$ cat src/sv/vpw_pkg.sv
package vpw_pkg;

   // Field widths.
   localparam int TIME_WIDTH   = 16;
   localparam int KIND_WIDTH   = 2;
   localparam int NIBBLE_WIDTH = 4;
   localparam int COUNT_WIDTH  = 5;
   localparam int BITCNT_WIDTH = 2;
   localparam int CSR_IDX_WIDTH = 2;

   // Input opcodes.
   localparam logic OP_EDGE = 1'b0;
   localparam logic OP_TICK = 1'b1;

   // Result kinds.
   localparam logic [KIND_WIDTH-1:0] KIND_SOF    = 2'd0;
   localparam logic [KIND_WIDTH-1:0] KIND_NIBBLE = 2'd1;
   localparam logic [KIND_WIDTH-1:0] KIND_EOF    = 2'd2;

   // Configuration register indexes.
   localparam logic [CSR_IDX_WIDTH-1:0] CSR_SHORT_MIN = 2'd0;
   localparam logic [CSR_IDX_WIDTH-1:0] CSR_LONG_MIN  = 2'd1;
   localparam logic [CSR_IDX_WIDTH-1:0] CSR_SOF_MIN   = 2'd2;
   localparam logic [CSR_IDX_WIDTH-1:0] CSR_EOF_MIN   = 2'd3;

   // Reset values of the configuration registers.
   localparam logic [TIME_WIDTH-1:0] SHORT_MIN_RESET = 16'd6;
   localparam logic [TIME_WIDTH-1:0] LONG_MIN_RESET  = 16'd18;
   localparam logic [TIME_WIDTH-1:0] SOF_MIN_RESET   = 16'd30;
   localparam logic [TIME_WIDTH-1:0] EOF_MIN_RESET   = 16'd45;

   // Per-frame nibble cap.
   localparam logic [COUNT_WIDTH-1:0] MAX_NIBBLES = 5'd18;

   // Last bit position of a nibble.
   localparam logic [BITCNT_WIDTH-1:0] LAST_BIT = 2'd3;

   typedef struct packed {
      logic [TIME_WIDTH-1:0] short_min_ticks;
      logic [TIME_WIDTH-1:0] long_min_ticks;
      logic [TIME_WIDTH-1:0] sof_min_ticks;
      logic [TIME_WIDTH-1:0] eof_min_ticks;
   } csr_regs_type;

   typedef struct packed {
      logic [KIND_WIDTH-1:0]   symbol_kind;
      logic [NIBBLE_WIDTH-1:0] nibble_value;
   } rsp_item_type;

endpackage

$ cat src/sv/vpw_req_if.sv
interface vpw_req_if;
   logic                            valid;
   logic                            ready;
   logic                            opcode;
   logic [vpw_pkg::TIME_WIDTH-1:0]  time_now;

   modport source (output valid, output opcode, output time_now, input ready);
   modport sink   (input valid, input opcode, input time_now, output ready);
endinterface

$ cat src/sv/vpw_rsp_if.sv
interface vpw_rsp_if;
   logic                              valid;
   logic                              ready;
   logic [vpw_pkg::KIND_WIDTH-1:0]    symbol_kind;
   logic [vpw_pkg::NIBBLE_WIDTH-1:0]  nibble_value;

   modport source (output valid, output symbol_kind, output nibble_value, input ready);
   modport sink   (input valid, input symbol_kind, input nibble_value, output ready);
endinterface

$ cat src/sv/vpw_bus_symbol_decoder_core.sv
// Channel  Direction  Payload                          Handshake
// req_chan in         opcode[0], time_now[15:0]        valid / ready
// rsp_chan out        symbol_kind[1:0], nibble_value[3:0] valid / ready
// csr      in         csr_index[1:0], csr_write_data[15:0] csr_write_enable
//
// One item per cycle unless the output stalls: an item is captured in the
// input register, decoded in the next cycle, and its result, if any, enters
// the output register as the stage advances. Reset is synchronous and
// clears all control state and the thresholds to their defaults. A stalled
// output holds back only an item with a result; other items pass freely.
module vpw_bus_symbol_decoder_core (
   input  logic                                clock,
   input  logic                                reset,
   vpw_req_if.sink                             req_chan,
   vpw_rsp_if.source                           rsp_chan,
   input  logic                                csr_write_enable,
   input  logic [vpw_pkg::CSR_IDX_WIDTH-1:0]   csr_index,
   input  logic [vpw_pkg::TIME_WIDTH-1:0]      csr_write_data
);

   vpw_pkg::csr_regs_type             regs;
   logic                              in_valid_ff;
   logic                              in_opcode_ff;
   logic [vpw_pkg::TIME_WIDTH-1:0]    in_time_ff;
   logic                              result_valid;
   vpw_pkg::rsp_item_type             result;
   logic                              advance;
   logic                              rsp_valid_ff;
   vpw_pkg::rsp_item_type             rsp_item_ff;

   vpw_csr u_csr (
      .clock            (clock),
      .reset            (reset),
      .csr_write_enable (csr_write_enable),
      .csr_index        (csr_index),
      .csr_write_data   (csr_write_data),
      .regs             (regs)
   );

   // The stage moves on unless its result finds the output register full.
   assign advance = in_valid_ff && (!result_valid || !rsp_valid_ff || rsp_chan.ready);
   assign req_chan.ready = !in_valid_ff || advance;

   vpw_decode u_decode (
      .clock        (clock),
      .reset        (reset),
      .step         (advance),
      .opcode       (in_opcode_ff),
      .time_now     (in_time_ff),
      .regs         (regs),
      .result_valid (result_valid),
      .result       (result)
   );

   // Input register.
   always_ff @(posedge clock) begin
      if (reset) begin
         in_valid_ff <= 1'b0;
      end else if (req_chan.ready) begin
         in_valid_ff <= req_chan.valid;
      end
      if (req_chan.ready && req_chan.valid) begin
         in_opcode_ff <= req_chan.opcode;
         in_time_ff   <= req_chan.time_now;
      end
   end

   // Output register.
   always_ff @(posedge clock) begin
      if (reset) begin
         rsp_valid_ff <= 1'b0;
      end else if (advance && result_valid) begin
         rsp_valid_ff <= 1'b1;
      end else if (rsp_chan.ready) begin
         rsp_valid_ff <= 1'b0;
      end
      if (advance && result_valid) begin
         rsp_item_ff <= result;
      end
   end

   assign rsp_chan.valid        = rsp_valid_ff;
   assign rsp_chan.symbol_kind  = rsp_item_ff.symbol_kind;
   assign rsp_chan.nibble_value = rsp_item_ff.nibble_value;

endmodule

$ cat src/sv/vpw_csr.sv
module vpw_csr (
   input  logic                                clock,
   input  logic                                reset,
   input  logic                                csr_write_enable,
   input  logic [vpw_pkg::CSR_IDX_WIDTH-1:0]   csr_index,
   input  logic [vpw_pkg::TIME_WIDTH-1:0]      csr_write_data,
   output vpw_pkg::csr_regs_type               regs
);

   vpw_pkg::csr_regs_type regs_ff;
   vpw_pkg::csr_regs_type regs_in;

   // Decode the register index of a write.
   always_comb begin
      regs_in = regs_ff;
      if (csr_write_enable) begin
         unique case (csr_index)
            vpw_pkg::CSR_SHORT_MIN: regs_in.short_min_ticks = csr_write_data;
            vpw_pkg::CSR_LONG_MIN:  regs_in.long_min_ticks  = csr_write_data;
            vpw_pkg::CSR_SOF_MIN:   regs_in.sof_min_ticks   = csr_write_data;
            vpw_pkg::CSR_EOF_MIN:   regs_in.eof_min_ticks   = csr_write_data;
            default:                regs_in = regs_ff;
         endcase
      end
   end

   always_ff @(posedge clock) begin
      if (reset) begin
         regs_ff.short_min_ticks <= vpw_pkg::SHORT_MIN_RESET;
         regs_ff.long_min_ticks  <= vpw_pkg::LONG_MIN_RESET;
         regs_ff.sof_min_ticks   <= vpw_pkg::SOF_MIN_RESET;
         regs_ff.eof_min_ticks   <= vpw_pkg::EOF_MIN_RESET;
      end else begin
         regs_ff <= regs_in;
      end
   end

   assign regs = regs_ff;

endmodule

$ cat src/sv/vpw_decode.sv
module vpw_decode (
   input  logic                            clock,
   input  logic                            reset,
   input  logic                            step,
   input  logic                            opcode,
   input  logic [vpw_pkg::TIME_WIDTH-1:0]  time_now,
   input  vpw_pkg::csr_regs_type           regs,
   output logic                            result_valid,
   output vpw_pkg::rsp_item_type           result
);

   logic [vpw_pkg::TIME_WIDTH-1:0]    last_edge_ff, last_edge_in;
   logic [vpw_pkg::TIME_WIDTH-1:0]    armed_time_ff, armed_time_in;
   logic                              level_ff, level_in;
   logic [vpw_pkg::NIBBLE_WIDTH-1:0]  shift_ff, shift_in;
   logic [vpw_pkg::BITCNT_WIDTH-1:0]  bit_count_ff, bit_count_in;
   logic [vpw_pkg::COUNT_WIDTH-1:0]   nibble_count_ff, nibble_count_in;
   logic                              armed_ff, armed_in;

   logic [vpw_pkg::TIME_WIDTH-1:0]    width;
   logic [vpw_pkg::TIME_WIDTH-1:0]    idle;
   logic                              width_ok;
   logic                              data_bit;
   logic [vpw_pkg::NIBBLE_WIDTH-1:0]  shift_next;

   // Pulse width and idle time, both with 16-bit wrap.
   assign width      = time_now - last_edge_ff;
   assign idle       = time_now - armed_time_ff;
   assign width_ok   = (width < regs.eof_min_ticks) && !(width < regs.short_min_ticks);
   assign data_bit   = (width < regs.long_min_ticks) ^ ~level_ff;
   assign shift_next = {shift_ff[vpw_pkg::NIBBLE_WIDTH-2:0], data_bit};

   // Next state and the result of the item in the stage.
   always_comb begin
      last_edge_in    = last_edge_ff;
      armed_time_in   = armed_time_ff;
      level_in        = level_ff;
      shift_in        = shift_ff;
      bit_count_in    = bit_count_ff;
      nibble_count_in = nibble_count_ff;
      armed_in        = armed_ff;
      result_valid    = 1'b0;
      result.symbol_kind  = vpw_pkg::KIND_EOF;
      result.nibble_value = '0;

      if (opcode == vpw_pkg::OP_TICK) begin
         // A tick ends the frame once the armed timeout has run out.
         if (armed_ff && !(idle < regs.eof_min_ticks)) begin
            shift_in        = '0;
            bit_count_in    = '0;
            nibble_count_in = '0;
            armed_in        = 1'b0;
            last_edge_in    = time_now;
            result_valid    = 1'b1;
            result.symbol_kind = vpw_pkg::KIND_EOF;
         end
      end else begin
         last_edge_in = time_now;
         level_in     = ~level_ff;
         if (width_ok) begin
            armed_in      = 1'b1;
            armed_time_in = time_now;
            if (level_ff && !(width < regs.sof_min_ticks)) begin
               // Long pulse ending at the low level: start of frame.
               shift_in        = '0;
               bit_count_in    = '0;
               nibble_count_in = '0;
               result_valid    = 1'b1;
               result.symbol_kind = vpw_pkg::KIND_SOF;
            end else if (bit_count_ff != vpw_pkg::LAST_BIT) begin
               shift_in     = shift_next;
               bit_count_in = bit_count_ff + 1'b1;
            end else begin
               // Fourth bit completes a nibble, sent only under the cap.
               shift_in     = '0;
               bit_count_in = '0;
               if (nibble_count_ff < vpw_pkg::MAX_NIBBLES) begin
                  nibble_count_in     = nibble_count_ff + 1'b1;
                  result_valid        = 1'b1;
                  result.symbol_kind  = vpw_pkg::KIND_NIBBLE;
                  result.nibble_value = shift_next;
               end
            end
         end
      end
   end

   always_ff @(posedge clock) begin
      if (reset) begin
         last_edge_ff    <= '0;
         armed_time_ff   <= '0;
         level_ff        <= 1'b0;
         shift_ff        <= '0;
         bit_count_ff    <= '0;
         nibble_count_ff <= '0;
         armed_ff        <= 1'b0;
      end else if (step) begin
         last_edge_ff    <= last_edge_in;
         armed_time_ff   <= armed_time_in;
         level_ff        <= level_in;
         shift_ff        <= shift_in;
         bit_count_ff    <= bit_count_in;
         nibble_count_ff <= nibble_count_in;
         armed_ff        <= armed_in;
      end
   end

endmodule
$ cat src/flat_wrapper.sv
// flat-port wrapper written by rule: the top's interface ports become plain ports
module vpw_bus_symbol_decoder_core_flat 
  (clock, reset, csr_write_enable, csr_index, csr_write_data, req_chan_valid, req_chan_opcode, req_chan_time_now, req_chan_ready, rsp_chan_valid, rsp_chan_symbol_kind, rsp_chan_nibble_value, rsp_chan_ready);
  vpw_req_if req_chan_i ();
  vpw_rsp_if rsp_chan_i ();
  input  logic clock;
  input  logic reset;
  input  logic csr_write_enable;
  input  logic [vpw_pkg::CSR_IDX_WIDTH-1:0] csr_index;
  input  logic [vpw_pkg::TIME_WIDTH-1:0] csr_write_data;
  input wire logic [$bits(req_chan_i.valid)-1:0] req_chan_valid;
  input wire logic [$bits(req_chan_i.opcode)-1:0] req_chan_opcode;
  input wire logic [$bits(req_chan_i.time_now)-1:0] req_chan_time_now;
  output wire logic [$bits(req_chan_i.ready)-1:0] req_chan_ready;
  output wire logic [$bits(rsp_chan_i.valid)-1:0] rsp_chan_valid;
  output wire logic [$bits(rsp_chan_i.symbol_kind)-1:0] rsp_chan_symbol_kind;
  output wire logic [$bits(rsp_chan_i.nibble_value)-1:0] rsp_chan_nibble_value;
  input wire logic [$bits(rsp_chan_i.ready)-1:0] rsp_chan_ready;
  assign req_chan_i.valid = req_chan_valid;
  assign req_chan_i.opcode = req_chan_opcode;
  assign req_chan_i.time_now = req_chan_time_now;
  assign req_chan_ready = req_chan_i.ready;
  assign rsp_chan_valid = rsp_chan_i.valid;
  assign rsp_chan_symbol_kind = rsp_chan_i.symbol_kind;
  assign rsp_chan_nibble_value = rsp_chan_i.nibble_value;
  assign rsp_chan_i.ready = rsp_chan_ready;
  vpw_bus_symbol_decoder_core u_core (.clock(clock), .reset(reset), .req_chan(req_chan_i), .rsp_chan(rsp_chan_i), .csr_write_enable(csr_write_enable), .csr_index(csr_index), .csr_write_data(csr_write_data));
endmodule
$ cat config.mk
export PLATFORM = sky130hd
export DESIGN_NAME = vpw_bus_symbol_decoder_core_flat
export DESIGN_NICKNAME = d
export VERILOG_FILES = /design/src/sv/vpw_pkg.sv /design/src/sv/vpw_req_if.sv /design/src/sv/vpw_rsp_if.sv /design/src/sv/vpw_bus_symbol_decoder_core.sv /design/src/sv/vpw_csr.sv /design/src/sv/vpw_decode.sv /design/src/flat_wrapper.sv
export SDC_FILE = /design/constraint.sdc
export NUM_CORES = 1
export LEC_CHECK = 0
export ABC_CLOCK_PERIOD_IN_PS = 4550
export BUFFER_PORTS_ARGS = -buffer_cell sky130_fd_sc_hd__clkbuf_2
export CORE_MARGIN = 5
export CORE_UTILIZATION = 56
export CTS_CLUSTER_DIAMETER = 150
export DETAILED_ROUTE_END_ITERATION = 8
export PLACE_DENSITY = 0.77
export REMOVE_ABC_BUFFERS = 1
export SETUP_SLACK_MARGIN = 0.02
export SLEW_MARGIN = 10
export SYNTH_ARGS = -nofsm -noshare
export SYNTH_HDL_FRONTEND = slang
export SYNTH_HIERARCHICAL = 1
export SYNTH_SLANG_ARGS = --single-unit
$ cat constraint.sdc
create_clock -name clock -period 4.55 [get_ports clock]
set_input_delay 0.455 -clock clock [delete_from_list [all_inputs] [get_ports clock]]
set_output_delay 0.455 -clock clock [all_outputs]
set_load 0.02 [all_outputs]
# Word-level counts from Yosys, hierarchy flattened
# Index checks and enable logic that the tools add are counted.
[totals]
mem_bits_ro = 0
ramBits = 0
memories = 0
latch_bits = 0
word_cells = 102
out_inout_bits = 8
regBits = 133
inputBits = 40
[op_classes]
shift = 0
order_cmp = 6
add_sub_neg = 4
n_reduce_logical = 31
eq_ne = 6
div = 0
n_mux = 32
bitwise_logic = 5
multipliers = 0
[op_table]
columns = ["operator", "n"]
rows = [
  ["less-than comparator 16 bit", 5],
  ["2-to-1 mux 16 bit", 2],
  ["subtractor 16 bit", 2],
  ["2-to-1 mux 5 bit", 6],
  ["2-to-1 mux 3 bit", 5],
  ["2-to-1 mux 2 bit", 6],
  ["2-to-1 mux 6 bit", 2],
  ["AND reduction 2 bit", 6],
  ["2-to-1 mux 1 bit", 11],
  ["logical AND 1 bit", 6],
  ["logical NOT 1 bit", 6],
  ["AND reduction 3 bit", 2],
  ["adder 5 x 1 -> 5 bit, second input constant", 1],
  ["less-than comparator 5 bit, second input constant", 1],
  ["AND reduction 5 bit", 1],
  ["OR reduction 5 bit", 1],
  ["equality test 2 bit, second input constant", 2],
  ["inequality test 2 bit, second input constant", 2],
  ["NOT 1 bit", 4],
  ["nonzero test 2 bit", 2],
  ["OR reduction 4 bit", 1],
  ["logical OR 1 bit", 3],
  ["inequality test 3 x 2 -> 1 bit, second input constant", 1],
  ["nonzero test 3 bit", 1],
  ["other kinds (5)", 5],
]

# Logic depth before layout (Yosys ltp)
# Gate-level depths: netlist (run 1).
[depth]
depth_word = 13
mapped_depth = 26
depth_no_buf = 25

# Cells and area by module
# Netlist (run 1), hierarchy kept.
[modules_own_cells]
columns = ["module", "area_per_inst_um2", "seq_area_each_um2", "cells_each", "instances"]
rows = [
  ["vpw_decode", 4944.7, 880.8, 635, 1],
  ["vpw_csr", 2541.2, 1281.2, 237, 1],
  ["vpw_bus_symbol_decoder_core", 794.5, 730.7, 35, 1],
]

# Least setup slack after synthesis (run 1)
# Ideal clock, no wire load.
[synth_path]
kind = "register -> register"
from = "register u_core/in_time_ff[0] (netlist name)"
to = "register u_core/u_decode/bit_count_ff[0] (netlist name)"
path_stages_with_launch = 25
period_less_slack_ns = 5.036
path_slack_ns = -0.486
arrival_time_ns = 4.969
path_buffers = 0
setup_time_ns = 0.067
required_ns = 4.483
cell_sequence = "edfxtp_1 inv_1 ha_1 fa_1 nor2b_1 o21ai_0 a21boi_0 o211ai_1 a21oi_1 o31ai_1 a21oi_1 xor2_1 ha_1 a2111o_1 a21oi_1 a21boi_2 nor3_1 o211ai_1 nand2_1 a21boi_1 nor2b_1 nor4b_4 a31oi_2 or3_4 o21ai_2"
[synth_between]
elab_chain_cells = 12
elab_cells_between_ends = 26
classes_between = "add/sub (2); order compare (4); eq/ne (1); mux (7); reduce/logical (12)"
[synth_rtl]
columns = ["element", "line_no", "source"]
rows = [
  ["start, declared", "vpw_bus_symbol_decoder_core.sv:24", "logic [vpw_pkg::TIME_WIDTH-1:0] in_time_ff;"],
  ["start signal, assigned", "vpw_bus_symbol_decoder_core.sv:64", "in_time_ff <= req_chan.time_now;"],
  ["subtractor 16 bit", "vpw_decode.sv:27", "assign width = time_now - last_edge_ff;"],
  ["less-than comparator 16 bit", "vpw_decode.sv:63", "if (level_ff && !(width < regs.sof_min_ticks)) begin"],
  ["logical NOT 1 bit", "vpw_decode.sv:63", ""],
  ["logical AND 1 bit", "vpw_decode.sv:63", ""],
  ["2-to-1 mux 1 bit", "vpw_decode.sv:63", ""],
  ["2-to-1 mux 1 bit", "vpw_decode.sv:60", "if (width_ok) begin"],
  ["2-to-1 mux 1 bit (*)", "vpw_decode.sv:46", "if (opcode == vpw_pkg::OP_TICK) begin"],
  ["net u_core.result_valid", "vpw_bus_symbol_decoder_core.sv:25", "logic result_valid;"],
  ["logical NOT 1 bit (*)", "vpw_bus_symbol_decoder_core.sv:41", "assign advance = in_valid_ff && (!result_valid || !rsp_valid_ff || rsp_chan.ready);"],
  ["logical OR 1 bit (*) (2 in a row)", "vpw_bus_symbol_decoder_core.sv:41", ""],
  ["logical AND 1 bit (*)", "vpw_bus_symbol_decoder_core.sv:41", ""],
  ["net u_core.advance", "vpw_bus_symbol_decoder_core.sv:27", "logic advance;"],
  ["AND reduction 3 bit (no line) (*)", "n/a", ""],
  ["end signal, assigned", "vpw_decode.sv:102", "bit_count_ff <= bit_count_in;"],
  ["end, declared", "vpw_decode.sv:16", "logic [vpw_pkg::BITCNT_WIDTH-1:0] bit_count_ff, bit_count_in;"],
]
# Mark *: on every way through the listed nets, which the timed path passes. The rest lies on a longest branch. The select of a mux whose other input is x is not followed.
# A chain may end at the register's enable or synchronous reset.

# Final worst setup path (run 1)
[layout_path]
from = "register u_core/in_time_ff[1] (netlist name)"
to = "register u_core/u_decode/armed_time_ff[8] (netlist name)"
[layout_between]
elab_chain_cells = 12
elab_cells_between_ends = 21
classes_between = "add/sub (2); order compare (4); mux (4); reduce/logical (11)"
[layout_rtl]
columns = ["element", "line_no", "source"]
rows = [
  ["subtractor 16 bit", "vpw_decode.sv:27", ""],
  ["less-than comparator 16 bit", "vpw_decode.sv:63", ""],
  ["logical NOT 1 bit", "vpw_decode.sv:63", ""],
  ["logical AND 1 bit", "vpw_decode.sv:63", ""],
  ["2-to-1 mux 1 bit", "vpw_decode.sv:63", ""],
  ["2-to-1 mux 1 bit", "vpw_decode.sv:60", ""],
  ["2-to-1 mux 1 bit (*)", "vpw_decode.sv:46", ""],
  ["net u_core.result_valid", "vpw_bus_symbol_decoder_core.sv:25", ""],
  ["logical NOT 1 bit (*)", "vpw_bus_symbol_decoder_core.sv:41", ""],
  ["logical OR 1 bit (*) (2 in a row)", "vpw_bus_symbol_decoder_core.sv:41", ""],
  ["logical AND 1 bit (*)", "vpw_bus_symbol_decoder_core.sv:41", ""],
  ["net u_core.advance", "vpw_bus_symbol_decoder_core.sv:27", ""],
  ["AND reduction 3 bit (no line) (*)", "n/a", ""],
  ["end signal, assigned", "vpw_decode.sv:99", "armed_time_ff <= armed_time_in;"],
  ["end, declared", "vpw_decode.sv:13", "logic [vpw_pkg::TIME_WIDTH-1:0] armed_time_ff, armed_time_in;"],
]
# Mark *: on every way through the listed nets, which the timed path passes. The rest lies on a longest branch.

==> results of run 1 <==
-- synthesized netlist by cell type, types with 2 or more instances --
library cell and number:
and3_1 15, or2_2 3, a21o_1 14, o21ai_0 21, a21boi_0 4, o21a_1 7
nor2_1 90, dfxtp_1 110, o31ai_1 4, inv_1 103, clkbuf_1 14, a211oi_1 2
or3_1 3, mux2i_1 80, xnor2_1 19, and2_1 4, a221o_1 2, a2111o_1 2
o21ai_1 2, nand2_1 25, ha_1 107, o21ai_2 4, edfxtp_1 23, fa_1 2
a31oi_1 9, nand4_1 5, nor3b_1 2, o21bai_1 2, buf_4 2, nand3_1 20
nand2b_1 70, a21oi_1 62, nor2b_1 7, o211ai_1 4, nor3_1 11, nand3b_1 5
a2111oi_2 2, buf_2 9, a211o_1 4, xor2_1 9
-- logic make-up after synthesis --
family                   share of synthesized area, %
AND/OR/NAND/NOR                                 17.15
flip-flops                                      34.93
AO/OA/AOI/OAI                                   12.47
buffers and inverters                           6.029
multiplexers                                    9.807
adder cells (fa/ha/maj)                         16.65
XOR/XNOR                                        2.962
-- stage by stage --
step	util (%)	cell area, sq um	power, W	TNS [ns]	worst slack (ns)
2_1_floorplan	-	8168	0.001940	-37.88	-1.195
4_1_cts	71.16	10340	0.003688	-8.958	-0.3287
6_report	74.08	10770	0.003813	-19.07	-0.5307
5_1_grt	74.08	10770	0.003999	-35.17	-0.7697
3_5_place_dp	63.90	9288	0.002317	-23.13	-0.6548
3_3_place_gp	63.90	9288	0.002284	-16.33	-0.4181
-- power by group --
group | internal [W] | total, W | switching (W)
Sequential | 0.00125 | 0.00128 | 0.0000347
Combinational | 0.000614 | 0.00125 | 0.000638
Clock | 0.000796 | 0.00128 | 0.000485
-- worst max-delay path, cell delays in order (launching register included) --
cell and delay, ns:
edfxtp_1 0.42, buf_6 0.15, ha_1 0.28, nor2b_2 0.15, o21a_1 0.17, o21ai_1 0.13
buf_4 0.14, a211o_1 0.20, a31oi_4 0.13, xor2_2 0.21, ha_1 0.36, a21o_1 0.22
a2111o_1 0.41, a21oi_1 0.11, a21boi_2 0.22, nor3_2 0.08, o211ai_1 0.16, nand2_2 0.13
a21boi_2 0.18, nor2b_4 0.17, nor4b_4 0.27, buf_6 0.20, buf_12 0.15, nor2_1 0.05
a21oi_1 0.17, nor2_1 0.07
-- cells in the final DEF, fill, tap and decap left out, types with 6 or more instances in the layout --
master,n
dfxtp_1,110
inv_1,101
ha_1,101
buf_4,96
nor2_1,80
mux2i_1,78
nand2b_1,70
clkbuf_2,45
a21oi_1,43
edfxtp_1,23
nand2_1,23
clkbuf_16,20
nand3_1,19
a21oi_2,18
and3_1,15
xnor2_1,15
a21o_1,14
buf_6,11
o21ai_0,11
nor3_1,9
o21ai_1,9
xor2_1,8
o21a_1,7
a31oi_1,7
clkbuf_8,6
buf_16,6
o21ai_2,6
-- cell type report --
class,instances,area [sq um],area share [%]
clock inverter,3,15.01,0.1395
clock buffer,28,538.0,4.997
timing repair buffer,167,1414,13.13
inverter,103,389.1,3.614
sequential,133,2893,26.87
tap,184,230.2,2.138
multi-input combinational,646,5288,49.11
-- metal layers --
metal,track usage [%],routed length [microns],vias to the layer above
li1,-,-,3470
met1,27.74,9188,3363
met2,41.08,11090,189
met3,5.313,1012,72
met4,8.971,769,0
met5,0,0,-
-- flip-flops by register name, indices dropped and copies added, names as in the netlist --
| register | cells |
|---|---|
| u_core/in_opcode_ff | 1 |
| u_core/in_time_ff | 16 |
| u_core/in_valid_ff | 1 |
| u_core/rsp_chan.nibble_value | 4 |
| u_core/rsp_chan.symbol_kind | 2 |
| u_core/rsp_chan.valid | 1 |
| u_core/u_csr/regs | 64 |
| u_core/u_decode/armed_ff | 1 |
| u_core/u_decode/armed_time_ff | 16 |
| u_core/u_decode/bit_count_ff | 2 |
| u_core/u_decode/last_edge_ff | 16 |
| u_core/u_decode/level_ff | 1 |
| u_core/u_decode/nibble_count_ff | 5 |
| u_core/u_decode/shift_ff | 3 |
-- final timing paths --
check,start,endpoint,slack [ns],cells past startpoint
worst max-delay path,u_core/in_time_ff[1],u_core/u_decode/armed_time_ff[8],-0.53,25
worst max register to register,u_core/in_time_ff[1],u_core/u_decode/armed_time_ff[8],-0.53,25
worst min-delay path,req_chan_time_now[1],u_core/in_time_ff[1],0.21,1
worst min register to register,u_core/u_csr/regs[43],u_core/u_csr/regs[43],0.47,2
-- repair_timing --
action / CTS / global route
setup endpoints to repair: 68 / 72
gates resized for setup: 40 / 78
hold endpoints to repair: 0 / 0
hold buffers: 0 / 0
cloned: 6 / 2
pin swaps: 21 / 42
setup buffers: 26 / 14
==> key figures, run 1 <==
Outcome
  – Status: finished with violations
  – Failing checks: setup timing

Routing
  – DRC: 0
  – Via-to-Cell Ratio: about 5.6
  – Drt initial violations: roughly 440
  – Routed WL: roughly 22 mm
  – Vias: ~7100
  – Drt pass-1 iters: 5
  – Post-route ant nets: 0
  – Routed len/inst: ~17 microns

GRT
  – Total GRT Usage: a little under a quarter
  – GR Overflow Total: 0
  – Vias in the first global route: slightly below 7000
  – Global-route wire length before repair: approximately 33 mm
  – Initial antenna violation count: 0
  – Largest net degree at the start of global routing: 99

Placement
  – # port buffers: 47
  – DP HPWL: approximately 14 mm
  – Placer's final routability congestion estimate: about 0.84
  – Cell total after placement: 1196

Floorplan
  – # IOs: between 40 and 50
  – Die Span X: 131.6 microns
  – Die area: 17320 sq um
  – Die Ht: about 130 microns
  – Core ar.: between 10000 and 15000 sq um
  – Rows: 44
  – Initial Utilization: a little under three fifths

Yosys
  – Number of synthesized flops with an enable pin: 23
  – YS warnings: 6
  – Synth cell types: 64
  – Area contributors post-synth: dfxtp_1 27%, ha_1 16%, mux2i_1 9.7%
  – Synth top area share: 26.59%
  – Asr flop ratio synth: 0%
  – Mapped Cells: about 910
  – Post-synth top area cell: dfxtp_1
  – Avg Inst Size Synth: around 9.1 sq um
  – Yosys reg bits: ~130
  – Seq/Total Area, Yosys: about a third
  – Post-Syn Area: a little over 8000 sq um
  – Ys flop type: dfxtp_1

CTS
  – Clk buf depth: 2
  – Clk_lat worst skew: roughly 0.42 ns
  – Depth of the CTS H-tree: 4
  – CTS sink count: between 100 and 150
  – TritonCTS clock tree: done
  – Num CTS Buffers: 17
  – CTS root buffer: clkbuf_16
  – Worst-path clk slew: ~0.060 ns

Hold path
  – Hold Crit Class: primary input to flop

Worst setup path
  – CP Data Arrival Time: ~5.4 ns
  – Crit Path Max Fanout: 8
  – Critical Path RT: between 4 and 5 ns
  – WS Path Type: flop to flop
  – Setup crit start kind: flop
  – Crit path capture type: flop

STA
  – Hold Slack: approximately 0.21 ns
  – Fin. Hold Viols: 0
  – Final setup violation count: 66
  – Worst-Margin Slew: between 1 and 1.5 ns
  – RSZ-0062 raised after global routing: true
  – Post-Route Skew: roughly 0.0063 ns
  – Min cycle time layout: ~5 ns
  – Fmax: around 0.2 GHz
  – Fin. max-slew vios: 0
  – Final setup margin: -0.5307 ns
  – Final cycle utilization of the critical path: 111.7%
  – Slew headroom: 19.18%

Final layout
  – Fill count: about 1000
  – Area Overhead vs Synth: 30.02%
  – Layout cell share with drive strength beyond 1: about a quarter
  – Post-route insts no fill: 1264
  – Diodes inserted: 0
  – Layout Nets: roughly 1200

Pwr
  – P_leak: 4.893 nW
  – Max IR drop VDD: approximately 0.38 mV
  – PD cells: 354.1 nW/um^2

Run
  – MaxCap Viol Count: 0
Power figures use the tool's default switching activity.
==> run 2: changes to the inputs <==
--- a/config.mk
+++ b/config.mk
@@ -5,7 +5,7 @@
 export SDC_FILE = /design/constraint.sdc
 export NUM_CORES = 1
 export LEC_CHECK = 0
-export ABC_CLOCK_PERIOD_IN_PS = 4550
+export ABC_CLOCK_PERIOD_IN_PS = 4630
 export BUFFER_PORTS_ARGS = -buffer_cell sky130_fd_sc_hd__clkbuf_2
 export CORE_MARGIN = 5
 export CORE_UTILIZATION = 56
@@ -19,3 +19,4 @@
 export SYNTH_HDL_FRONTEND = slang
 export SYNTH_HIERARCHICAL = 1
 export SYNTH_SLANG_ARGS = --single-unit
+export TNS_END_PERCENT = 5
==> constraint.sdc (replaced) <==
create_clock -name clock -period 4.63 [get_ports clock]
set_input_delay 0.463 -clock clock [delete_from_list [all_inputs] [get_ports clock]]
set_output_delay 0.463 -clock clock [all_outputs]
set_load 0.02 [all_outputs]
==> run 2 against run 1 <==
  * The flow still finishes with violations (setup timing)
  * Sequential cell count unchanged
  * Largest cell class unchanged
  * Highest routed layer unchanged
  * Via count down 2.5%
  * Largest power group is now the clock network
  * Final cell count down 1.3%
  * Final area down 3.7%
  * Sequential share of layout area up 1.0 points
  * Critical endpoint is now u_core/rsp_chan.symbol_kind[1]
  * Setup slack better by 0.13 ns
  * Sequential power about the same
  * Non-clock buffer count down 17
  * Count of clock-buffer cells in the layout down 6
  * Combinational power down 6%
  * First-iteration DRC count down 4.8%
  * Core utilization down 2.7 points
==> key figures, run 2 (synthesis gave the netlist of run 1 again) <==
Outcome
  – Status: finished with violations
  – Failing checks: setup timing

CTS
  – Cts hold-fix bufs: 0 (unchanged)
  – Clk buf depth: 2 (unchanged)
  – Clk_lat worst skew: 0.43 ns (about the same)
  – TritonCTS clock tree: done
  – Depth of the CTS H-tree: 4 (unchanged)
  – CTS sink count: 133 (unchanged)
  – Worst-path clk slew: 0.06 ns (about the same)
  – CTS root buffer: clkbuf_16
  – Num CTS Buffers: 17 (unchanged)

Final layout
  – Number of flip-flops under the largest register name: 64 (unchanged)
  – Commonest non-fill, non-tap cell in the layout: dfxtp_1
  – Diodes inserted: 0 (unchanged)
  – Area Overhead vs Synth: 25.22%
  – Layout cell share with drive strength beyond 1: 22.46% (-3.2 points)
  – Commonest cells after routing, fill and taps aside: 110 x dfxtp_1, 102 x inv_1, 102 x ha_1
  – Layout Nets: 1200 (-1.4%)

Floorplan
  – Initial Utilization: 56.97% (unchanged)
  – # IOs: 48 (unchanged)
  – Die area: 17320 sq um (unchanged)
  – Die Span X: 131.6 microns (unchanged)
  – Rows: 44 (unchanged)
  – Die Ht: 131.6 microns (unchanged)
  – Core ar.: 14530 sq um (unchanged)

STA
  – Fmax: 0.1986 GHz (+0.90%)
  – Final setup margin: -0.4052 ns (+0.1255 ns)
  – Fin. Hold Viols: 0 (unchanged)
  – Slew headroom: 18.22% (-0.96 points)
  – Hold Slack: 0.2084 ns (-0.001349 ns)
  – Final setup violation count: 45 (-32%)
  – Fin. max-slew vios: 0 (unchanged)
  – Post-Route Skew: 0.008681 ns (+0.002385 ns)
  – Min cycle time layout: 5.035 ns (-0.04553 ns)
  – Final cycle utilization of the critical path: 108.8% (-2.9 points)
  – RSZ-0062 raised after global routing: true
  – Worst-Margin Slew: 1.223 ns (+0.01437 ns)

Worst setup path
  – CP Data Arrival Time: 5.22 ns (-0.13 ns)
  – Critical Path RT: 4.82 ns (about the same)
  – WS Path Type: flop to flop
  – Setup crit start kind: flop
  – R2r setup slk: -0.41 ns (+0.13 ns)
  – Crit path capture type: flop
  – Crit Path Max Fanout: 4 (-4)

Routing
  – Drt pass-1 iters: 5 (unchanged)
  – Drt initial violations: 416 (-4.8%)
  – DRC: 0 (unchanged)
  – Routed len/inst: 16.39 microns (-6.1%)
  – Routed WL: 20.45 mm (-7.3%)
  – Via-to-Cell Ratio: 5.542 (-1.3%)
  – Post-route ant nets: 0 (unchanged)
  – Vias: 6916 (-2.5%)

Pwr
  – P_leak: 4.755 nW (-2.8%)
  – PD cells: 367.3 nW/um^2 (+3.7%)
  – Max IR drop VDD: 0.2739 mV (-28%)
  – Total power: 0.003808 W (-0.13%)

Placement
  – DP HPWL: 13.67 mm (+0.41%)
  – Pre-CTS setup slack: -0.5877 ns (+0.06712 ns)
  – # port buffers: 47 (unchanged)
  – Placer's final routability congestion estimate: 0.8457 (+1.2%)

GRT
  – Initial antenna violation count: 0 (unchanged)
  – Total GRT Usage: 22.10% (-1.3 points)
  – Largest net degree at the start of global routing: 73 (-26%)
  – Global-route wire length before repair: 31.50 mm (-5.2%)
  – GR Overflow Total: 0 (unchanged)
  – Vias in the first global route: 6797 (-1.7%)

Run
  – MaxCap Viol Count: 0 (unchanged)

Hold path
  – Hold Crit Class: primary input to flop
[run 2: cell types whose count changed in the layout (fill, tap and decap cells not counted), sizes merged]
cell | previous run | this run
buf | 119 | 103
bufinv | 0 | 2
clkbuf | 76 | 69
inv | 103 | 106
clkinv | 3 | 5
[run 2: through the flow]
step / area (sq um) / utilization, % / cells / TNS, ns
3_5_place_dp: 9213 / 63.39 / 1186 / -18.06
2_1_floorplan: 8168 / - / 882 / -33.95
6_report: 10370 / 71.34 / 1248 / -9.710
3_3_place_gp: 9213 / 63.39 / 1186 / -11.02
5_1_grt: 10370 / 71.34 / 1248 / -22.89
4_1_cts: 10070 / 69.31 / 1239 / -5.473
[run 2: worst max-delay path: stages, from the launching register on]
cell	delay, ns
edfxtp_1	0.45
ha_1	0.33
or2_2	0.28
a21oi_1	0.27
buf_4	0.17
a211o_1	0.15
a31oi_2	0.12
a21o_1	0.21
a21oi_2	0.18
xnor2_2	0.19
ha_1	0.24
buf_4	0.12
a31oi_1	0.04
a2111o_1	0.45
nor3_2	0.16
o211ai_1	0.17
buf_4	0.17
buf_4	0.12
buf_4	0.14
buf_6	0.11
buf_4	0.12
buf_4	0.12
buf_4	0.12
buf_4	0.12
buf_4	0.12
buf_4	0.12
[run 2: report_power, final]
| part | total (W) | internal (W) | switching [W] |
|---|---|---|---|
| Combinational | 0.00117 | 0.000576 | 0.000597 |
| Clock | 0.00138 | 0.000856 | 0.000523 |
| Sequential | 0.00126 | 0.00122 | 0.0000326 |
| Total | 0.00381 | 0.00265 | 0.00115 |
[run 2: final timing paths]
| kind | start | to | depth (start not counted) |
|---|---|---|---|
| min | req_chan_time_now[6] | u_core/in_time_ff[6] | 1 |
| max | u_core/in_time_ff[4] | u_core/rsp_chan.symbol_kind[1] | 25 |
| min reg2reg | u_core/u_decode/bit_count_ff[1] | u_core/u_decode/bit_count_ff[1] | 2 |
| max reg2reg | u_core/in_time_ff[4] | u_core/rsp_chan.symbol_kind[1] | 25 |
[run 2: metal layers]
layer / wire, microns / up-vias / track usage, %
met3: 727 / 48 / 5.466
met1: 8522 / 3272 / 25.12
li1: - / 3427 / -
met4: 574 / 0 / 8.971
met5: 0 / - / 0
met2: 10630 / 169 / 39.56
[run 2: timing repair]
action                                  4_1_cts  5_1_grt
resized for setup                            24       40
pin swaps                                    17       33
endpoints found under the setup margin       66       70
setup buffers                                21        7
cloned                                        0        2
[run 2: layout make-up]
| type | count | area [sq um] |
|---|---|---|
| Clock inverter | 10 | 117.6 |
| Timing Repair Buffer | 150 | 1117 |
| Clock buffer | 22 | 485.5 |
| Multi-Input combinational cell | 646 | 5139 |
| Tap cell | 184 | 230.2 |
| Sequential cell | 133 | 2893 |
| Fill cell | 1107 | 4165 |
| Inverter | 103 | 386.6 |
==> run 3: changes to the inputs <==
--- a/config.mk
+++ b/config.mk
@@ -5,7 +5,7 @@
 export SDC_FILE = /design/constraint.sdc
 export NUM_CORES = 1
 export LEC_CHECK = 0
-export ABC_CLOCK_PERIOD_IN_PS = 4630
+export ABC_AREA = 1
 export BUFFER_PORTS_ARGS = -buffer_cell sky130_fd_sc_hd__clkbuf_2
 export CORE_MARGIN = 5
 export CORE_UTILIZATION = 56
==> run 3 against run 2 <==
  * The run now ends clean
  * Synthesized cell count grew 32%
  * Clock skew grew 0.0024 ns
  * Clock power is essentially flat
  * Setup slack gained 0.65 ns
  * Sequential cell count is the same
  * First-iteration DRC count grew 1.7%
  * Hold slack lost 0.0024 ns
  * Final area shrank 6.2%
  * Core utilization shrank 6.9 points
  * Critical path type is now flop to output port
  * Largest cell class unchanged
  * Largest power group unchanged
  * Highest routed layer unchanged
==> key figures, run 3 <==
Pwr
  – Design internal power: 0.002583 W (-2.7%)
  – P_leak: 4.773 nW (+0.39%)
  – Clock power frac: 36.7% (+0.5 points)
  – PD cells: 393.9 nW/um^2 (+7.3%)
  – Comb pwr share: 29.9% (-0.9 points)
  – Psw: 0.001249 W (+8.3%)
  – Max IR drop VDD: 0.3235 mV (+18%)
  – Switching share of power: 32.59% (+2.3 points)
  – Sequential share of power: 33.5% (+0.5 points)

STA
  – Fmax: 0.2279 GHz (+15%)
  – Min cycle time layout: 4.389 ns (-0.6466 ns)
  – Worst-Margin Slew: 1.170 ns (-0.05344 ns)
  – Fin. max-slew vios: 0 (unchanged)
  – RSZ-0062 raised after global routing: true
  – Post-Route Skew: 0.01105 ns (+0.002373 ns)
  – Setup TNS: 0 ns (+9.710 ns)
  – Final setup violation count: 0 (-100%)
  – Final cycle utilization of the critical path: 94.79% (-14 points)
  – Slew headroom: 21.81% (+3.6 points)
  – Fin. Hold Viols: 0 (unchanged)

CTS
  – Num CTS Buffers: 17 (unchanged)
  – TritonCTS clock tree: done
  – Depth of the CTS H-tree: 4 (unchanged)
  – Clk buf depth: 2 (unchanged)
  – CTS root buffer: clkbuf_16
  – CTS sink count: 133 (unchanged)
  – Clk_lat worst skew: 0.43 ns (about the same)
  – Worst-path clk slew: 0.06 ns (about the same)

Routing
  – Drt initial violations: 423 (+1.7%)
  – Post-route ant nets: 0 (unchanged)
  – Vias: 7463 (+7.9%)
  – Via-to-Cell Ratio: 5.161 (-6.9%)
  – Routed len/inst: 13.50 microns (-18%)
  – Routed WL: 19.52 mm (-4.5%)
  – DRC: 0 (unchanged)
  – Drt pass-1 iters: 6 (+1)

Final layout
  – Layout cell share with drive strength beyond 1: 10.49% (-12 points)
  – Area Overhead vs Synth: 13.94%
  – Fin area: 9728 sq um (-6.2%)
  – Commonest non-fill, non-tap cell in the layout: nand2_1
  – Post-route insts no fill: 1446 (+16%)
  – Diodes inserted: 0 (unchanged)
  – Commonest cells after routing, fill and taps aside: 271 x nand2_1, 214 x inv_1, 131 x nor2_1
  – Number of flip-flops under the largest register name: 64 (unchanged)
  – Layout Nets: 1394 (+16%)

Placement
  – DP HPWL: 13.95 mm (+2.1%)
  – Post-DP Area: 8890 sq um (-3.5%)
  – Cell total after placement: 1406 (+19%)
  – # port buffers: 47 (unchanged)
  – Placer's final routability congestion estimate: 0.8545 (+1.0%)

Outcome
  – Status: completed

Yosys
  – Asr flop ratio synth: 0% (unchanged)
  – Ys flop type: dfxtp_1
  – Number of synthesized flops with an enable pin: 23 (unchanged)
  – Synth cell types: 39 (-39%)
  – Avg Inst Size Synth: 7.127 sq um (-22%)
  – YS warnings: 6 (unchanged)
  – Yosys reg bits: 133 (unchanged)
  – Most frequent cell after synthesis: nand2_1
  – Commonest cells in the synthesized netlist: 273 x nand2_1, 214 x inv_1, 132 x nor2_1, 113 x a21oi_1, 110 x dfxtp_1
  – Area contributors post-synth: dfxtp_1 26%, ha_1 16%, nand2_1 12%
  – Synth top area share: 25.79% (-0.80 points)
  – Seq/Total Area, Yosys: 33.88% (-1.1 points)
  – Post-Syn Area: 8538 sq um (+3.1%)
  – Post-synth top area cell: dfxtp_1
  – Mapped Cells: 1198 (+32%)

GRT
  – Vias in the first global route: 7203 (+6.0%)
  – Total GRT Usage: 22.26% (+0.16 points)
  – Global-route wire length before repair: 32.64 mm (+3.6%)
  – GR Overflow Total: 0 (unchanged)
  – Initial antenna violation count: 0 (unchanged)
  – Largest net degree at the start of global routing: 65 (-11%)

Floorplan
  – Rows: 45 (+2.3%)
  – Initial Utilization: 56.58% (-0.39 points)
  – Die area: 17820 sq um (+2.9%)
  – Die Span X: 133.5 microns (+1.4%)
  – # IOs: 48 (unchanged)
  – Die Ht: 133.5 microns (+1.4%)
  – Core ar.: 15090 sq um (+3.8%)

Worst setup path
  – Crit path capture type: output port
  – Critical Path RT: 4.17 ns (-0.65 ns)
  – CP Data Arrival Time: 3.93 ns (-1.29 ns)
  – WS Path Type: flop to output port
  – Crit Path Max Fanout: 4 (unchanged)
  – Setup crit start kind: flop

Hold path
  – Hold Crit Class: primary input to flop

Run
  – MaxCap Viol Count: 0 (unchanged)
[run 3: changes by cell type in the layout (fill, tap and decap cells not counted), moves of 43 or more]
cell      change
nand2b_1     -70
buf_4        -81
nor2_1       +43
nand2_1     +247
a21oi_1      +54
inv_1       +112
mux2i_1      -80
[run 3: routing by layer]
layer  routed length (microns)  up-vias  global-route usage, %
met5                         0        -                      0
met4                       463        0                  7.429
met3                       823       40                  5.211
met2                      9846      156                  39.81
met1                      8389     3362                  26.28
li1                          -     3905                      -
[run 3: area by class of cell]
| cell class | count | area, sq um |
|---|---|---|
| inverters | 216 | 813.3 |
| repair buffers | 61 | 340.3 |
| well taps | 188 | 235.2 |
| clock buffers | 17 | 425.4 |
| fillers | 1319 | 5361 |
| multi-input cells | 816 | 4833 |
| flip-flops and latches | 133 | 2893 |
| clock inverters | 15 | 187.7 |
[run 3: cell families (layout without fill, tap and decap cells)]
group,Yosys count,in the layout,share of synthesized area (%)
AND/OR/NAND/NOR,497,497,23.96
buffers and inverters,249,309,11.52
AO/OA/AOI/OAI,178,178,11.21
flip-flops,133,133,33.88
adder cells (fa/ha/maj),109,109,16.15
XOR/XNOR,32,32,3.283
[run 3: per-stage QoR]
step | hold WS [ns] | util, % | setup slack, ns | total power [W]
2_1_floorplan | 0.4289 | - | -0.4074 | 0.002090
3_3_place_gp | 0.4420 | 58.91 | 0.2026 | 0.002325
3_5_place_dp | 0.4424 | 58.91 | -0.01203 | 0.002362
4_1_cts | 0.1976 | 63.36 | 0.07038 | 0.003800
5_1_grt | 0.1971 | 64.47 | -0.003256 | 0.004088
6_report | 0.2060 | 64.47 | 0.2414 | 0.003832
[run 3: timing repair]
item / in CTS / in global routing
resized for setup: 6 / 31
hold buffers: 0 / 0
setup endpoints to repair: 1 / 61
pin swaps: 3 / 8
buffers inserted: 5 / 3
[run 3: power by group through the flow]
| stage | clock (W) | combinational (W) | sequential [W] |
|---|---|---|---|
| CTS | 0.00142 | 0.00110 | 0.00128 |
| detailed placement | 0 | 0.00106 | 0.00131 |
| global placement | 0 | 0.00102 | 0.00130 |
| floorplan | 0 | 0.000795 | 0.00129 |
| global route | 0.00148 | 0.00132 | 0.00129 |
| finish | 0.00140 | 0.00114 | 0.00128 |
[run 3: worst max-delay path, stage by stage, from the launching register on]
cell and delay, ns:
edfxtp_1 0.46, ha_1 0.43, nand2_1 0.15, nor2_1 0.15, nand4_1 0.18, o2111ai_4 0.15, xor2_1 0.40, ha_1 0.33
a21oi_1 0.14, o21ai_0 0.09, nand2_1 0.07, nand2_1 0.06, a21oi_1 0.14, nand2_2 0.12, nor2_8 0.10, nand2_1 0.09
nand2_2 0.11, nand4_2 0.15, buf_2 0.19
[run 3: path summary, 6_finish.rpt]
| path | to | depth (start not counted) | from | slack (ns) |
|---|---|---|---|---|
| worst max register to register | u_core/u_decode/nibble_count_ff[0] | 27 | u_core/in_time_ff[10] | 0.37 |
| worst min-delay path | u_core/in_time_ff[10] | 1 | req_chan_time_now[10] | 0.21 |
| worst max-delay path | req_chan_ready | 18 | u_core/in_time_ff[10] | 0.24 |
| worst min register to register | u_core/u_csr/regs[17] | 2 | u_core/u_csr/regs[17] | 0.46 |
